--- src/bpq_pkg.sv ---
// ---------------------------------------------------------------------------
// bpq_pkg
// Shared types, sizes and helpers for the bucket priority queue.
// ---------------------------------------------------------------------------
package bpq_pkg;

  localparam int NUM_WEIGHTS = 64;
  localparam int CAPACITY    = 256;
  localparam int WW          = $clog2(NUM_WEIGHTS);
  localparam int SW          = $clog2(CAPACITY);
  localparam int CW          = $clog2(CAPACITY + 1);
  localparam int DW          = 32;

  typedef enum logic [1:0] {
    KIND_PUSH  = 2'd0,
    KIND_POP   = 2'd1,
    KIND_CLEAR = 2'd2,
    KIND_NOP   = 2'd3
  } kind_t;

  localparam logic [1:0] ERR_NONE   = 2'd0;
  localparam logic [1:0] ERR_WEIGHT = 2'd1;
  localparam logic [1:0] ERR_FULL   = 2'd2;

  // Classified request handed from front to back
  typedef struct packed {
    kind_t                kind;
    logic                 over;
    logic [WW-1:0]        weight;
    logic signed [DW-1:0] value;
  } op_t;

  // Result of one request
  typedef struct packed {
    logic                 popped_valid;
    logic signed [DW-1:0] popped_value;
    logic [WW-1:0]        popped_weight;
    logic [1:0]           error;
    logic [CW-1:0]        entry_count;
    logic                 is_empty;
    logic [WW-1:0]        least_weight;
    logic signed [DW-1:0] top_value;
  } res_t;

  typedef enum logic [3:0] {
    ST_IDLE,
    ST_PUSH_RD,
    ST_PUSH_WR,
    ST_PUSH_LINK,
    ST_POP_RD,
    ST_POP_WR,
    ST_POP_HEAD,
    ST_POP_VAL,
    ST_POP_TOP,
    ST_EMIT
  } state_t;

  // Lowest set bit of the non-empty map; zero when none is set
  function automatic logic [WW-1:0] find_first(input logic [NUM_WEIGHTS-1:0] map);
    logic [WW-1:0] idx;
    idx = '0;
    for (int i = NUM_WEIGHTS - 1; i >= 0; i--) begin
      if (map[i]) begin
        idx = WW'(i);
      end
    end
    return idx;
  endfunction

endpackage

--- src/bpq_front.sv ---
// ---------------------------------------------------------------------------
// bpq_front
// Accepts requests, checks the weight limit and queues them for the back.
// ---------------------------------------------------------------------------
module bpq_front
  import bpq_pkg::*;
(
  input  logic          clk,
  input  logic          rst,
  input  logic [WW-1:0] weight_limit,
  input  logic          in_valid,
  output logic          in_ready,
  input  logic [1:0]    in_kind,
  input  logic [7:0]    in_weight,
  input  logic [DW-1:0] in_value,
  output logic          op_valid,
  input  logic          op_ready,
  output op_t           op
);

  op_t        fifo [2];
  logic       wr_ptr;
  logic       rd_ptr;
  logic [1:0] fill;
  op_t        cls;
  logic       push;
  logic       pop;

  // Classify the incoming request
  always_comb begin
    cls.kind   = kind_t'(in_kind);
    cls.over   = in_weight > {{(8-WW){1'b0}}, weight_limit};
    cls.weight = in_weight[WW-1:0];
    cls.value  = in_value;
  end

  assign in_ready = (fill != 2'd2);
  assign push     = in_valid && in_ready;
  assign op_valid = (fill != 2'd0);
  assign pop      = op_valid && op_ready;
  assign op       = fifo[rd_ptr];

  // Hold queued requests
  always_ff @(posedge clk) begin
    if (push) begin
      fifo[wr_ptr] <= cls;
    end
  end

  // Advance pointers and fill level
  always_ff @(posedge clk) begin
    if (rst) begin
      wr_ptr <= 1'b0;
      rd_ptr <= 1'b0;
      fill   <= 2'd0;
    end else begin
      if (push) begin
        wr_ptr <= ~wr_ptr;
      end
      if (pop) begin
        rd_ptr <= ~rd_ptr;
      end
      fill <= fill + {1'b0, push} - {1'b0, pop};
    end
  end

endmodule

--- config.mk ---
export PLATFORM = sky130hd
export DESIGN_NAME = bpq_front
export DESIGN_NICKNAME = d
export VERILOG_FILES = /design/src/bpq_pkg.sv /design/src/bpq_front.sv
export SDC_FILE = /design/constraint.sdc
export NUM_CORES = 1
export LEC_CHECK = 0
export BUFFER_PORTS_ARGS = -buffer_cell sky130_fd_sc_hd__buf_4
export CORE_ASPECT_RATIO = 0.5
export CORE_UTILIZATION = 48
export CTS_BUF_LIST = sky130_fd_sc_hd__clkbuf_4
export CTS_CLUSTER_SIZE = 12
export DETAILED_ROUTE_END_ITERATION = 8
export HOLD_SLACK_MARGIN = 0.06
export PLACE_DENSITY = 0.79
export SLEW_MARGIN = 40
export SYNTH_ARGS = -nofsm -noshare
export SYNTH_HDL_FRONTEND = slang
export SYNTH_SLANG_ARGS = --single-unit
--- constraint.sdc ---
create_clock -name clk -period 2.8 [get_ports clk]
set_input_delay 0.14 -clock clk [delete_from_list [all_inputs] [get_ports clk]]
set_output_delay 0.14 -clock clk [all_outputs]
set_load 0.05 [all_outputs]
==> metrics.txt, run 1 <==
Seq/Total Area, Yosys=77.1%; row count=21; Die H=60.9 um; area grow syn2layout=42.0%; largest net degree at the start of global routing=24; crit path DAT=2020 ps; Synth Cell Area=3330 um^2; CTS buffer count=9; hold_ws=139 ps; Synth cell types=22; crit path time final=2160 ps; CTS tree=yes; first-pass detailed-route iteration total=4; Min-Delay Path Depth=4; Clk pin slew, worst setup/hold paths=130 ps; post-synthesis area per instance=19.3 um^2; CTS Buffer Depth=2; Setup TNS Final=0 ps; GRT Overall Usage=17.7%; r2r worst-path depth=4; WL per Instance=15.3 um; RSZ-0062 raised after global routing=no; worst slew pin tran=677 ps; worst setup margin=639 ps; first-pass GRT wire length=9380 um; Pwr Density=863 nW/um^2; outcome=completed; H-tree levels=3; final hold vios=0; f_max=0.463 GHz; GPL Wtd Cong=0.699; postcts setup bufs=0; slew margin rel.=54.7%; num ports=95; stages on the worst setup path=3; Initial DRC Count=83; vias in the first global route=2043; PostCTS Resize Cnt=0; Post-Syn Nets=232; Clock Latency Late Sink=390 ps; max-cap check violation count=0; final antenna diode count=0; crit path launch type=flop; CP Class=flop to primary output; critical path data required time=2660 ps; hpwl dp=4070 um; Worst path slowest cell=dfxtp_2; Routed Antenna Nets=0; # hold bufs at CTS=41; drt drc=0; leakage=1.83 nW; clk root buf=clkbuf_4; most used cell, CP=buf_4; max incr delay on CP=630 ps; grt ovf=0; Setup crit end kind=primary output; nets=377; Die Footprint=7290 um^2; Fill cells=468; via count=1999; Place WS=1010 ps; core area=6700 um^2; WL final=6310 um; Initial Utilization=49.6%; Final Cycle Share=77.2%; vias per cell=4.83; CP Buf/Inv Count=2; max-slew violation count=0; met3 WL post-DR=212 um; Final setup viols=0; routed wl met2=3520 um; PortBufs=94; share of layout cells above drive strength 1=49.1%; peak supply drop=0.521 mV; Worst Hold Class=input pin to flop; die width=120 um; delay-heaviest family, CP=flip-flops; cells along the critical path=buf_4 -> mux2_2 -> buf_4; met1 WL=2550 um; initial antenna violation count=0; Worst Path Max Fanout=23; Syn Inst Count=172; total power=4.07 mW; Fin Clk Skew=11.3 ps; Highest Signal Layer=met4; Syn. warnings=0; clk sinks=87; Seq cells post-synth=87
-- through the flow --
step                cell area (um^2)  utilization [%]  cells
floorplan                       3330                -    172
global placement                4180             62.3    357
detailed placement              4180             62.3    357
CTS                             4720             70.5    414
global route                    4720             70.5    414
finish                          4720             70.5    414
-- worst register-to-register path: cells and delay by family, from the launching register on --
family        cells  cell delay, ps
flops             1             370
buf+inv           1             270
simple gates      3             860
-- worst paths after layout --
check / startpoint / endpoint / slack (ps)
worst max-delay path: flop / op[20] / 640
worst min-delay path: op_ready / rd_ptr / 140
worst max register to register: fill[0] / fifo[0][19] / 1000
worst min register to register: rd_ptr / rd_ptr / 540
-- logic make-up (layout without fill, tap and decap cells) --
logic type,count (synthesis),after routing,share of synthesized area [%]
adder cells (fa/ha/maj),8,8,3.01
AO/OA/AOI/OAI,5,5,1.13
buffers and inverters,12,162,1.50
AND/OR/NAND/NOR,15,15,2.37
flip-flops,87,87,77.1
multiplexers,41,41,13.9
XOR/XNOR,4,4,1.05
-- cell usage after synthesis --
| cell | count | area [um^2] |
|---|---|---|
| a21oi_1 | 2 | 10.0 |
| edfxtp_1 | 82 | 2460 |
| buf_2 | 4 | 20.0 |
| xor2_1 | 2 | 17.5 |
| and2_4 | 1 | 8.76 |
| clkbuf_1 | 1 | 3.75 |
| nor2b_1 | 2 | 12.5 |
| nor2_1 | 5 | 18.8 |
| nor4_1 | 1 | 6.26 |
| a2111o_1 | 1 | 11.3 |
| a2111oi_0 | 1 | 8.76 |
| and3_1 | 1 | 6.26 |
| or2_2 | 1 | 6.26 |
| inv_1 | 7 | 26.3 |
| nand4_1 | 1 | 6.26 |
| o211ai_1 | 1 | 7.51 |
| xnor2_1 | 2 | 17.5 |
| mux2_2 | 41 | 462 |
| nand2_1 | 2 | 7.51 |
| dfxtp_1 | 5 | 100 |
| ha_1 | 8 | 100 |
| nand2b_1 | 1 | 6.26 |
-- power breakdown --
group	switching (mW)	internal (mW)	leakage, nW
clock	0.387	0.278	0.0677
sequential	0.0848	1.65	0.806
combinational	1.07	0.605	0.955
total	1.54	2.53	1.83
-- metal layers --
metal,up-vias,global-route usage [%]
li1,950,-
met5,-,0
met2,41,33.4
met4,0,6.61
met3,4,5.08
met1,1004,19.9
-- placed cells by master, fill, tap and decap left out --
cell type,synthesis,routed
inv_1,7,7
and2_4,1,1
mux2_2,41,41
nor2b_1,2,2
clkinvlp_4,0,2
nand2b_1,1,1
dfxtp_2,0,1
nor2_4,0,1
dfxtp_1,5,4
or2_2,1,1
o211ai_1,1,1
ha_1,8,8
a2111oi_0,1,1
clkinv_1,0,2
clkbuf_4,0,10
xnor2_1,2,2
xor2_1,2,2
clkinv_4,0,1
dlygate4sd3_1,0,41
a21oi_1,2,2
nor4_1,1,1
buf_4,0,97
nand2_1,2,2
buf_12,0,1
a2111o_1,1,1
and3_2,0,1
nor2_1,5,4
nand4_1,1,1
bufinv_16,0,1
edfxtp_1,82,82
-- final cells by class --
cell class,count,area [um^2],share of cell area [%]
clock buffer,10,75.1,1.59
sequential,87,2560,54.3
inverter,7,26.3,0.556
clock inverter,6,61.3,1.30
timing repair buffer,139,1160,24.5
tap,92,115,2.44
multi-input combinational,73,722,15.3
-- state kept, by name, indices dropped and copies added, names as in the netlist, named ones only --
register	cells
wr_ptr	1
rd_ptr	1
fill	2
fifo	82
Note: power is estimated with default switching activity, not from simulation.
==> inputs of run 2 (changes only) <==
==> constraint.sdc (replaced) <==
create_clock -name clk -period 1.85 [get_ports clk]
set_input_delay 0.0925 -clock clk [delete_from_list [all_inputs] [get_ports clk]]
set_output_delay 0.0925 -clock clk [all_outputs]
set_load 0.05 [all_outputs]
==> metrics.txt, run 2 (synthesis results as in run 1) <==
WL final=6130 um (-2.9%); slew margin rel.=73.7% (+19 points); Final Cycle Share=95.6%; crit path time final=1770 ps; Die H=60.9 um (unchanged); max-slew violation count=0 (unchanged); R2R Path End=fill[1]; f_max=0.566 GHz; leading cell type in the layout, fill and taps excluded=buf_4; r2r worst-path depth=8 (+4); delay-heaviest family, CP=simple AND/OR/NAND/NOR gates; CP Class=flop to flop; H-tree levels=3 (unchanged); most frequent cells in the layout=95 x buf_4, 82 x edfxtp_1, 44 x dlygate4sd3_1; Worst Path Max Fanout=2 (-91%); cells along the critical path=or2_4 -> and2_4 -> ha_1 -> inv_1 -> ha_1 -> xor2_1 -> xnor2_1 -> nor2_1; GRT Overall Usage=17.2% (-0.46 points); CP Buf/Inv Count=1 (-1); vias in the first global route=2075 (+1.6%); vias per cell=4.77 (-1.2%); leakage=1.87 nW (+2.0%); grt ovf=0 (unchanged); drt drc=0 (unchanged); Min-Delay Path Depth=4 (unchanged); max incr delay on CP=350 ps (-280 ps); Initial DRC Count=92 (+11%); Fill cells=438 (-6.4%); crit path launch type=flop; via count=1985 (-0.70%); worst slew pin tran=384 ps (-293 ps); peak supply drop=0.875 mV (+68%); Clock Latency Late Sink=410 ps (+20 ps); Setup TNS Final=0 ps (unchanged); max-cap check violation count=0 (unchanged); Die Footprint=7290 um^2 (unchanged); WL per Instance=14.7 um (-3.4%); CTS buffer count=9 (unchanged); final hold vios=0 (unchanged); hold path endpoint=rd_ptr; CTS Buffer Depth=2 (unchanged); Place WS=39.1 ps (-971 ps); hold path start=op_ready; Fin Clk Skew=16.3 ps (+5.03 ps); critical path data required time=2160 ps (-500 ps); Most flops, register=fifo; nets=380 (+0.80%); area grow syn2layout=44.2%; outcome=completed; clk sinks=87 (unchanged); hold_ws=104 ps (-35.3 ps); crit path DAT=2080 ps (+60 ps); row count=21 (unchanged); worst setup margin=82.2 ps (-557 ps); CTS tree=yes; core area=6700 um^2 (unchanged); Reg-to-Reg Start=fill[1]; Final setup viols=0 (unchanged); share of layout cells above drive strength 1=49.4% (+0.31 points); Clk pin slew, worst setup/hold paths=130 ps (about the same); final antenna diode count=0 (unchanged); initial antenna violation count=0 (unchanged); Largest register FFs=82 (unchanged); first-pass detailed-route iteration total=4 (unchanged); die width=120 um (unchanged); clk root buf=clkbuf_4; Worst Hold Class=input pin to flop; first-pass GRT wire length=9210 um (-1.8%); GPL Wtd Cong=0.737 (+5.4%); Pwr Density=1320 nW/um^2 (+53%); hpwl dp=3790 um (-6.8%); most used cell, CP=ha_1; largest net degree at the start of global routing=42 (+75%); Top Registers=fifo (82), fill (2); num ports=95 (unchanged); Initial Utilization=49.6% (unchanged); Routed Antenna Nets=0 (unchanged); PortBufs=94 (unchanged); Worst path slowest cell=dfxtp_2; R2R Setup Slk=80 ps (-920 ps); Setup crit end kind=flop
[run 2: repair_timing]
action | CTS | global route
endpoints found under the setup margin | 0 | 2
hold endpoints to repair | 87 | 0
hold buffers | 44 | 0
gates resized for setup | 0 | 2
buffers inserted | 0 | 1
[run 2: per-layer routing]
layer  GRT usage [%]  wire length [um]
met2            34.6              3590
met4            8.39                55
met3            5.08               205
met5               0                 0
met1            17.0              2280
[run 2: final cells by class]
class | count | area (um^2) | area share, %
Clock buffer | 10 | 75.1 | 1.57
Clock inverter | 5 | 73.8 | 1.54
Inverter | 7 | 26.3 | 0.548
Multi-Input combinational cell | 73 | 727 | 15.2
Sequential cell | 87 | 2560 | 53.5
Tap cell | 92 | 115 | 2.40
Timing Repair Buffer | 142 | 1210 | 25.3
[run 2: worst max-delay path by stage]
stage                 start          to  slack [ps]  depth (start not counted)
floorplan           fill[0]  fifo[0][0]         -20                          3
global placement    fill[1]     fill[1]         150                          8
detailed placement  fill[1]     fill[1]          40                          8
CTS                 fill[1]     fill[1]          10                          8
global route        fill[1]     fill[1]          -1                          9
finish              fill[1]     fill[1]          80                          8
[run 2: power by group]
| group | switching [mW] | total [mW] | internal [mW] |
|---|---|---|---|
| Clock | 0.569 | 1.12 | 0.549 |
| Combinational | 1.67 | 2.65 | 0.973 |
| Sequential | 0.0822 | 2.58 | 2.50 |
[run 2: through the flow]
stage	cell area (um^2)	util [%]	cells	total power, mW
floorplan	3340	-	172	4.40
global placement	4200	62.6	356	5.11
detailed placement	4200	62.6	356	5.17
CTS	4780	71.4	415	6.38
global route	4800	71.6	416	6.60
finish	4800	71.6	416	6.34
[run 2: worst reg2reg max path: cells and delay by family (launching register included)]
| kind | cells | cell delay [ps] |
|---|---|---|
| adders and majority gates | 2 | 440 |
| xor gates and xnor gates | 2 | 360 |
| and+or+nand+nor | 3 | 490 |
| buffers and inverters | 1 | 30 |
| DFF | 1 | 350 |
